[config.mk]
export PLATFORM = sky130hd
export DESIGN_NAME = adts_frame_header_parser
export DESIGN_NICKNAME = d
export VERILOG_FILES = /design/src/hdl/afhp_pkg.sv /design/src/hdl/afhp_queue.sv /design/src/hdl/afhp_front.sv /design/src/hdl/afhp_back.sv /design/src/hdl/adts_frame_header_parser.sv
export SDC_FILE = /design/constraint.sdc
export NUM_CORES = 1
export LEC_CHECK = 0
export BUFFER_PORTS_ARGS = -buffer_cell sky130_fd_sc_hd__buf_4
export CAP_MARGIN = 10
export CORE_ASPECT_RATIO = 2
export CORE_MARGIN = 5
export CORE_UTILIZATION = 57
export DETAILED_ROUTE_END_ITERATION = 12
export HOLD_SLACK_MARGIN = 0.15
export PLACE_DENSITY = 0.77
export SLEW_MARGIN = 20
export SYNTH_ARGS = -nofsm -noshare
export SYNTH_HDL_FRONTEND = slang
export SYNTH_HIERARCHICAL = 1
export SYNTH_SLANG_ARGS = --single-unit
[constraint.sdc]
create_clock -name clk -period 11 [get_ports clk]
set_clock_uncertainty 0.1 [all_clocks]
set_input_delay 2.2 -clock clk [delete_from_list [all_inputs] [get_ports clk]]
set_output_delay 2.2 -clock clk [all_outputs]
set_load 0.01 [all_outputs]
[src/hdl/afhp_pkg.sv]
// Types, codes and constants of the ADTS frame header parser.
// Depends on nothing; imported by every module of the block.
package afhp_pkg;

  typedef enum logic [1:0] {
    PH_HEADER  = 2'd0,
    PH_SKIP    = 2'd1,
    PH_STOPPED = 2'd2
  } afhp_phase_t;

  typedef enum logic [2:0] {
    ST_CLEAN     = 3'd0,
    ST_SHORT     = 3'd1,
    ST_BAD_SYNC  = 3'd2,
    ST_BAD_LEN   = 3'd3,
    ST_TRUNCATED = 3'd4,
    ST_OVERFLOW  = 3'd5
  } afhp_status_t;

  typedef enum logic {
    KIND_DESC   = 1'b0,
    KIND_STATUS = 1'b1
  } afhp_kind_t;

  localparam logic [7:0]  SYNC_BYTE   = 8'hFF;
  localparam logic [3:0]  SYNC_NIBBLE = 4'hF;
  localparam logic [2:0]  HDR_LAST    = 3'd6;
  localparam logic [12:0] MIN_FRAME   = 13'd7;
  localparam logic [3:0]  HL_NO_CRC   = 4'd7;
  localparam logic [3:0]  HL_CRC      = 4'd9;
  localparam logic [21:0] TOTAL_MAX   = 22'h3FFFFF;
  localparam logic [2:0]  DEFAULT_CH  = 3'd2;
  localparam logic [16:0] MIN_RATE    = 17'd8000;
  localparam int          QDEPTH      = 4;

  typedef struct packed {
    logic         has_desc;
    logic         has_stat;
    logic [23:0]  frame_start;
    logic         prot_absent;
    logic [3:0]   rate_idx;
    logic [2:0]   ch_cfg;
    logic [12:0]  frame_len;
    afhp_status_t status;
    logic [21:0]  found;
  } afhp_entry_t;

  function automatic logic [16:0] rate_hz(input logic [3:0] idx);
    logic [16:0] r;
    case (idx)
      4'd0:    r = 17'd96000;
      4'd1:    r = 17'd88200;
      4'd2:    r = 17'd64000;
      4'd3:    r = 17'd48000;
      4'd4:    r = 17'd44100;
      4'd5:    r = 17'd32000;
      4'd6:    r = 17'd24000;
      4'd7:    r = 17'd22050;
      4'd8:    r = 17'd16000;
      4'd9:    r = 17'd12000;
      4'd10:   r = 17'd11025;
      4'd11:   r = 17'd8000;
      default: r = 17'd48000;
    endcase
    return r;
  endfunction

endpackage

[src/hdl/afhp_queue.sv]
// Short request queue between the parser front and the result back end.
// Depends on afhp_pkg for the entry type and the depth.
module afhp_queue import afhp_pkg::*; (
  input  logic        clk,
  input  logic        rst_n,
  input  logic        enq,
  input  afhp_entry_t enq_data,
  output logic        q_full,
  input  logic        deq,
  output afhp_entry_t head,
  output logic        q_empty
);

  localparam int PW = $clog2(QDEPTH);
  localparam int CW = $clog2(QDEPTH + 1);

  afhp_entry_t   mem_r [QDEPTH];
  logic [PW-1:0] wr_r, wr_nxt, rd_r, rd_nxt;
  logic [CW-1:0] cnt_r, cnt_nxt;
  logic          do_enq, do_deq;

  assign q_full  = (cnt_r == CW'(QDEPTH));
  assign q_empty = (cnt_r == '0);
  assign do_enq  = enq && !q_full;
  assign do_deq  = deq && !q_empty;
  assign head    = mem_r[rd_r];

  always_comb begin
    wr_nxt  = do_enq ? PW'((32'(wr_r) + 1) % QDEPTH) : wr_r;
    rd_nxt  = do_deq ? PW'((32'(rd_r) + 1) % QDEPTH) : rd_r;
    cnt_nxt = cnt_r + CW'(do_enq) - CW'(do_deq);
  end

  always_ff @(posedge clk) begin
    if (!rst_n) begin
      wr_r  <= '0;
      rd_r  <= '0;
      cnt_r <= '0;
    end else begin
      wr_r  <= wr_nxt;
      rd_r  <= rd_nxt;
      cnt_r <= cnt_nxt;
    end
  end

  always_ff @(posedge clk) begin
    if (do_enq) begin
      mem_r[wr_r] <= enq_data;
    end
  end

endmodule

[src/hdl/afhp_front.sv]
// Byte parser: tracks the header and skip phases and classifies each byte.
// Depends on afhp_pkg; feeds requests into afhp_queue.
module afhp_front import afhp_pkg::*; #(
  parameter int OFFSET_BITS = 24
) (
  input  logic        clk,
  input  logic        rst_n,
  input  logic        acc,
  input  logic [7:0]  data_byte,
  input  logic        final_byte,
  output logic        enq,
  output afhp_entry_t enq_data
);

  afhp_phase_t            phase_r, phase_step, phase_nxt;
  logic [OFFSET_BITS-1:0] off_r, off_nxt, fs_r, fs_nxt, off_inc;
  logic [39:0]            hdr_r, hdr_nxt;
  logic                   sync_r, sync_nxt;
  logic [12:0]            left_r, left_nxt, left_dec;
  logic [21:0]            total_r, total_nxt, total_step;
  afhp_status_t           reason_r, reason_nxt, reason_step, status;
  logic [2:0]             idx_r, idx_nxt, idx_step;

  logic        ovf, live, hdr_end, len_bad, bad_sync, bad_len, short_frame;
  logic        start_skip, skip_done, emit;
  logic [12:0] fl;
  logic [3:0]  hl;

  assign fl       = {hdr_r[17:16], hdr_r[15:8], hdr_r[7:5]};
  assign hl       = hdr_r[32] ? HL_NO_CRC : HL_CRC;
  assign ovf      = &off_r;
  assign live     = (phase_r != PH_STOPPED) && !ovf;
  assign off_inc  = off_r + 1'b1;
  assign left_dec = left_r - 13'(left_r != '0);

  assign hdr_end     = live && (phase_r == PH_HEADER) && (idx_r == HDR_LAST);
  assign len_bad     = fl < 13'(hl);
  assign bad_sync    = hdr_end && !sync_r;
  assign bad_len     = hdr_end && sync_r && len_bad;
  assign short_frame = hdr_end && sync_r && !len_bad && (fl == MIN_FRAME);
  assign start_skip  = hdr_end && sync_r && !len_bad && (fl != MIN_FRAME);
  assign skip_done   = live && (phase_r == PH_SKIP) && (left_dec == '0);
  assign emit        = short_frame || skip_done;

  always_comb begin
    phase_step = phase_r;
    case (phase_r)
      PH_HEADER: begin
        if (ovf || bad_sync || bad_len) begin
          phase_step = PH_STOPPED;
        end else if (start_skip) begin
          phase_step = PH_SKIP;
        end
      end
      PH_SKIP: begin
        if (ovf) begin
          phase_step = PH_STOPPED;
        end else if (skip_done) begin
          phase_step = PH_HEADER;
        end
      end
      default: phase_step = phase_r;
    endcase
    phase_nxt = phase_r;
    if (acc) begin
      phase_nxt = final_byte ? PH_HEADER : phase_step;
    end
  end

  always_comb begin
    off_nxt     = off_r;
    fs_nxt      = fs_r;
    hdr_nxt     = hdr_r;
    sync_nxt    = sync_r;
    left_nxt    = left_r;
    total_nxt   = total_r;
    reason_nxt  = reason_r;
    idx_nxt     = idx_r;
    idx_step    = idx_r;
    total_step  = total_r;
    reason_step = reason_r;
    status      = ST_CLEAN;
    enq         = 1'b0;

    if (live) begin
      if (phase_r == PH_HEADER) begin
        if (idx_r == 3'd0) begin
          sync_nxt = (data_byte == SYNC_BYTE);
        end else if (idx_r != HDR_LAST) begin
          if ((idx_r == 3'd1) && (data_byte[7:4] != SYNC_NIBBLE)) begin
            sync_nxt = 1'b0;
          end
          hdr_nxt = {hdr_r[31:0], data_byte};
        end
        idx_step = (idx_r == HDR_LAST) ? 3'd0 : idx_r + 3'd1;
        if (start_skip) begin
          left_nxt = fl - MIN_FRAME;
        end
      end else begin
        left_nxt = left_dec;
        if (skip_done) begin
          idx_step = 3'd0;
        end
      end
    end
    if (emit && (total_r != TOTAL_MAX)) begin
      total_step = total_r + 22'd1;
    end
    if (live) begin
      off_nxt = off_inc;
    end
    if (emit) begin
      fs_nxt = off_inc;
    end
    if (phase_r != PH_STOPPED) begin
      if (ovf) begin
        reason_step = ST_OVERFLOW;
      end else if (bad_sync) begin
        reason_step = ST_BAD_SYNC;
      end else if (bad_len) begin
        reason_step = ST_BAD_LEN;
      end
    end
    if (phase_step == PH_STOPPED) begin
      status = reason_step;
    end else if (phase_step == PH_SKIP) begin
      status = ST_TRUNCATED;
    end else if (idx_step != 3'd0) begin
      status = ST_SHORT;
    end
    idx_nxt    = idx_step;
    total_nxt  = total_step;
    reason_nxt = reason_step;

    if (!acc) begin
      off_nxt    = off_r;
      fs_nxt     = fs_r;
      hdr_nxt    = hdr_r;
      sync_nxt   = sync_r;
      left_nxt   = left_r;
      total_nxt  = total_r;
      reason_nxt = reason_r;
      idx_nxt    = idx_r;
    end else begin
      enq = emit || final_byte;
      if (final_byte) begin
        off_nxt    = '0;
        fs_nxt     = '0;
        sync_nxt   = 1'b1;
        left_nxt   = '0;
        total_nxt  = '0;
        reason_nxt = ST_CLEAN;
        idx_nxt    = '0;
      end
    end

    enq_data.has_desc    = emit;
    enq_data.has_stat    = final_byte;
    enq_data.frame_start = 24'(32'(fs_r));
    enq_data.prot_absent = hdr_r[32];
    enq_data.rate_idx    = hdr_r[29:26];
    enq_data.ch_cfg      = {hdr_r[24], hdr_r[23:22]};
    enq_data.frame_len   = fl;
    enq_data.status      = status;
    enq_data.found       = total_step;
  end

  always_ff @(posedge clk) begin
    if (!rst_n) begin
      phase_r  <= PH_HEADER;
      off_r    <= '0;
      fs_r     <= '0;
      sync_r   <= 1'b1;
      left_r   <= '0;
      total_r  <= '0;
      reason_r <= ST_CLEAN;
      idx_r    <= '0;
    end else begin
      phase_r  <= phase_nxt;
      off_r    <= off_nxt;
      fs_r     <= fs_nxt;
      sync_r   <= sync_nxt;
      left_r   <= left_nxt;
      total_r  <= total_nxt;
      reason_r <= reason_nxt;
      idx_r    <= idx_nxt;
    end
  end

  always_ff @(posedge clk) begin
    hdr_r <= hdr_nxt;
  end

endmodule

[src/hdl/afhp_back.sv]
// Result back end: formats queued requests and sends one or two results each.
// Depends on afhp_pkg for the entry type and the rate table.
module afhp_back import afhp_pkg::*; (
  input  logic        clk,
  input  logic        rst_n,
  input  afhp_entry_t head,
  input  logic        q_empty,
  output logic        deq,
  input  logic        pop,
  output logic        empty,
  output logic        out_item_kind,
  output logic [23:0] out_payload_offset,
  output logic [12:0] out_payload_size,
  output logic [16:0] out_sample_rate_hz,
  output logic [2:0]  out_channels,
  output logic        out_crc_present,
  output logic [2:0]  out_end_status,
  output logic [21:0] out_frames_found,
  output logic        out_last_of_run
);

  logic       sub_r, sub_nxt;
  logic       show_desc, take;
  logic [3:0] hl;

  assign empty     = q_empty;
  assign take      = pop && !q_empty;
  assign show_desc = head.has_desc && !sub_r;
  assign hl        = head.prot_absent ? HL_NO_CRC : HL_CRC;
  assign deq       = take && !(show_desc && head.has_stat);

  always_comb begin
    sub_nxt = sub_r;
    if (take) begin
      sub_nxt = show_desc && head.has_stat;
    end
  end

  always_comb begin
    out_item_kind      = KIND_STATUS;
    out_payload_offset = '0;
    out_payload_size   = '0;
    out_sample_rate_hz = '0;
    out_channels       = '0;
    out_crc_present    = 1'b0;
    out_end_status     = head.status;
    out_frames_found   = head.found;
    out_last_of_run    = 1'b1;
    if (show_desc) begin
      out_item_kind      = KIND_DESC;
      out_payload_offset = head.frame_start + 24'(hl);
      out_payload_size   = head.frame_len - 13'(hl);
      out_sample_rate_hz = rate_hz(head.rate_idx);
      out_channels       = (head.ch_cfg == '0) ? DEFAULT_CH : head.ch_cfg;
      out_crc_present    = !head.prot_absent;
      out_end_status     = ST_CLEAN;
      out_frames_found   = '0;
      out_last_of_run    = !head.has_stat;
    end
  end

  always_ff @(posedge clk) begin
    if (!rst_n) begin
      sub_r <= 1'b0;
    end else begin
      sub_r <= sub_nxt;
    end
  end

endmodule

[src/hdl/adts_frame_header_parser.sv]
// ADTS frame header parser, top level: parser front, request queue, result back end.
// Depends on afhp_pkg, afhp_front, afhp_queue and afhp_back.
//
// The parser takes one byte per clock while full is low; full rises only when the
// four-entry request queue between the parser and the result side is taken up. A
// byte that finishes a frame or ends the buffer leaves a request that shows as a
// result once the requests ahead of it are popped. The result side sends one result
// per cycle while pop is high, so a final byte that also closes a frame gives two
// results; queue depth and pop rate set how long a burst runs at one byte per cycle.
module adts_frame_header_parser import afhp_pkg::*; #(
  parameter int OFFSET_BITS = 24
) (
  input  logic        clk,
  input  logic        rst_n,
  input  logic        push,
  output logic        full,
  input  logic [7:0]  in_data_byte,
  input  logic        in_final_byte,
  output logic        empty,
  input  logic        pop,
  output logic        out_item_kind,
  output logic [23:0] out_payload_offset,
  output logic [12:0] out_payload_size,
  output logic [16:0] out_sample_rate_hz,
  output logic [2:0]  out_channels,
  output logic        out_crc_present,
  output logic [2:0]  out_end_status,
  output logic [21:0] out_frames_found,
  output logic        out_last_of_run
);

  afhp_entry_t enq_data, head;
  logic        enq, deq, q_full, q_empty, acc;

  assign full = q_full;
  assign acc  = push && !q_full;

  afhp_front #(
    .OFFSET_BITS(OFFSET_BITS)
  ) u_front (
    .clk       (clk),
    .rst_n     (rst_n),
    .acc       (acc),
    .data_byte (in_data_byte),
    .final_byte(in_final_byte),
    .enq       (enq),
    .enq_data  (enq_data)
  );

  afhp_queue u_queue (
    .clk     (clk),
    .rst_n   (rst_n),
    .enq     (enq),
    .enq_data(enq_data),
    .q_full  (q_full),
    .deq     (deq),
    .head    (head),
    .q_empty (q_empty)
  );

  afhp_back u_back (
    .clk               (clk),
    .rst_n             (rst_n),
    .head              (head),
    .q_empty           (q_empty),
    .deq               (deq),
    .pop               (pop),
    .empty             (empty),
    .out_item_kind     (out_item_kind),
    .out_payload_offset(out_payload_offset),
    .out_payload_size  (out_payload_size),
    .out_sample_rate_hz(out_sample_rate_hz),
    .out_channels      (out_channels),
    .out_crc_present   (out_crc_present),
    .out_end_status    (out_end_status),
    .out_frames_found  (out_frames_found),
    .out_last_of_run   (out_last_of_run)
  );

endmodule

==> results by group <==
Route
  • DR pass1 iterations: 7
  • Final wirelength: 43250 um
  • DR iter-0 viols: 1004
  • Wirelength per Cell: 21.30 um
  • Post-DR vias/cell: 6.212
  • Vias: 12610
  • Post-DRT Antenna Nets: 0
  • DRC: 0

Min path
  • Worst min path class: reg2reg
  • Hold endpoint: u_front/hdr_r[29]
  • Hold Path Cell Cnt: 0
  • Hold_sp: u_front/hdr_r[21]

Floorplanning
  • Core area: 34230 um2
  • # IOs: 100
  • Die H: 272.6 um
  • Full die area: 38500 um2
  • Initial core utilization: 0.5739
  • # rows: 96
  • Die width: 141.3 um

Finish
  • Diodes inserted: 0
  • Share of cells above drive strength 1: 0.1831
  • Area delta synth->final: 9.999%
  • Fin area: 21610 um2
  • Core Util, Final: 0.6313
  • Post-Layout Cell Count: around 2000
  • Final Net Count: 1604

Timing
  • Worst Setup Slack, final: 3.995 ns
  • Max transition margin: 0.3054
  • Final Max Slew Viols: 0
  • Final setup viols: 0
  • Fin. Hold Viols: 0
  • Post-layout min period: approximately 7.0 ns
  • Fin Hold WS: 0.3196 ns
  • Setup TNS Final: 0 ns
  • Worst Max-Slew Pin Slew: 1.042 ns
  • RSZ-0062 raised after global routing: no
  • Fmax: ~140 MHz
  • Fin crit share: 0.6368

Clock tree
  • Clock Latency Late Sink: approximately 0.53 ns
  • CTS Sinks: 420
  • Number of CTS-inserted buffers: 35
  • CTS tree: yes
  • Clock root buffer: clkbuf_16
  • Clock Tree Buf Depth: 3
  • Clock Pin Slew Worst Setup and Hold Paths: 0.07 ns
  • Cts hold-fix bufs: 0
  • Post-CTS setup buffers: 0
  • H-tree depth: 2
  • Resize count post-CTS: 0

Yosys
  • Synth cell types: between 90 and 100
  • Synth area leaders: edfxtp_1 49%, dfxtp_1 10%, mux4_2 8.0%
  • Mean Syn Cell Area: 12.89 um2
  • Yosys reg bits: 420
  • Sequential-to-total area share from yosys stat: 0.5900
  • Share of the synthesized area in the top cell type: 0.4861
  • Post-Syn Area: 19650 um2
  • Synth warn: 6
  • EDFF count, synth: roughly 320
  • Top cells by count, synth: 318 x edfxtp_1, 104 x nor2_1, 102 x dfxtp_1, 102 x nand2_1, 77 x a21oi_1
  • Post-synth top flop: edfxtp_1
  • Syn Inst Count: 1524
  • Top-count cell post-synth: edfxtp_1
  • Synthesized Nets: 1566
  • Area leader, netlist: edfxtp_1
  • Synth async-reset ratio: 0

Outcome
  • Outcome: completed

Placement
  • Place WS: about 4.5 ns
  • Placed Instances: 1965
  • Gpl congestion: 0.9041
  • Post-DP HPWL: 28330 um
  • Port buffer count: 99
  • Placed standard-cell area: 20370 um2

Setup path
  • R2R Path Start: u_front/left_r[4]
  • Critical path class: reg2out
  • CP Cell Sequence: buf_4 > mux4_2 > or4_4 > or4_4 > nor4_1 > mux2i_1 > buf_4
  • Reg2reg end: u_queue/cnt_r[2]
  • Crit path required time: 8.70 ns
  • Buffers plus inverters on the worst setup path: 2
  • Worst Setup Start Kind: flip-flop
  • Crit end category: output pin
  • Max stage delay on crit path: between 0.8 and 0.9 ns
  • R2R cell count: 21
  • Critical path's top delay family: simple AND/OR/NAND/NOR gates
  • Slowest cell on crit path: buf_4
  • Crit path max fanout: 41
  • Crit path DAT: 4.70 ns
  • FF-to-FF setup slack: 4.83 ns

Power and ir drop
  • Max VDD drop: 0.1585 mV
  • Pwr Total: between 3 and 4 mW
  • Leakage: 7.211 nW
  • P per Cell Area: 180.5 nW/um2

Flow run
  • Max Cap Viol: 0

GRT
  • GRT overflow: 0
  • Initial antenna violation count: 0
  • Largest net degree at the start of global routing: 73
  • Vias in the first global route: 12776
  • GRT Util Overall: 0.2211
  • First-pass GRT wire length: 67540 um
## logic make-up (layout without fill, tap and decap cells)
kind of cell,after synthesis,after routing,synth area share
AND/OR/NAND/NOR,501,501,0.1383
flip-flops,420,420,0.5900
AO/OA/AOI/OAI,276,276,0.09018
buffers and inverters,149,214,0.04350
multiplexers,90,90,0.09215
XOR/XNOR,59,59,0.02630
adder cells (fa/ha/maj),29,29,0.01962
## report_power, final
group          total [mW]  internal (mW)  switching, mW
clock network        1.28          0.730          0.548
registers            1.83           1.78         0.0506
logic               0.795          0.335          0.460
## worst register-to-register path, delay by kind of cell, from the launching register on
kind,cells,cell delay [ns]
AOI/OAI and AO/OA,5,1.44
xor gates and xnor gates,2,0.29
adders and majority gates,5,1.47
buffers and inverters,3,0.26
DFF,1,0.39
and+or+nand+nor,6,2.11
## layout by cell type (no fill, tap or decap), types with 16 or more instances in the layout
cell	Yosys	final
nor2_1	104	103
nand3_1	53	53
nand2b_1	16	16
ha_1	26	26
o31ai_1	24	23
mux2i_1	17	17
or4_1	21	21
a21oi_1	77	77
edfxtp_1	318	318
or3_1	21	21
mux4_2	70	70
xor2_1	28	28
xnor2_1	31	31
clkbuf_16	0	36
nand2_1	102	102
and2_1	38	34
inv_1	35	35
nor3_1	29	29
dfxtp_1	102	100
nand4_1	20	20
buf_4	27	109
o21ai_0	73	72
## worst max path at each step
stage	startpoint	end	depth (start not counted)
floorplan	u_front/left_r[4]	u_queue/mem_r[0][0]	15
finish	flip-flop	out_payload_size[12]	7
global placement	flip-flop	out_payload_size[12]	7
CTS	flip-flop	out_payload_size[12]	7
global route	flip-flop	out_payload_size[12]	7
detailed placement	flip-flop	out_payload_size[12]	7
## metal layers
metal / routed length (um) / GRT usage / part of all wire / vias up
li1: - / - / - / 5858
met1: 15440 / 0.2411 / 0.36 / 6199
met2: 24080 / 0.4279 / 0.56 / 420
met3: 1933 / 0.02066 / 0.045 / 133
met4: 1787 / 0.09367 / 0.041 / 0
met5: 0 / 0 / 0 / -
## layout make-up
class	count	area [um2]
Clock buffer	49	989.7
Clock inverter	15	197.7
Fill cell	2521	12620
Inverter	37	138.9
Multi-Input combinational cell	955	7238
Sequential cell	420	11600
Tap cell	441	551.8
Timing Repair Buffer	113	895.9
## state kept, by name (all words and copies together), names as in the netlist, named ones only
register,cells
u_back/sub_r,1
u_front/fs_r,24
u_front/hdr_r,30
u_front/idx_r,3
u_front/left_r,13
u_front/off_r,24
u_front/phase_r,2
u_front/reason_r,3
u_front/sync_r,1
u_front/total_r,22
u_queue/cnt_r,3
u_queue/mem_r,288
u_queue/rd_r,2
u_queue/wr_r,2
(Power assumes the default switching activity.)
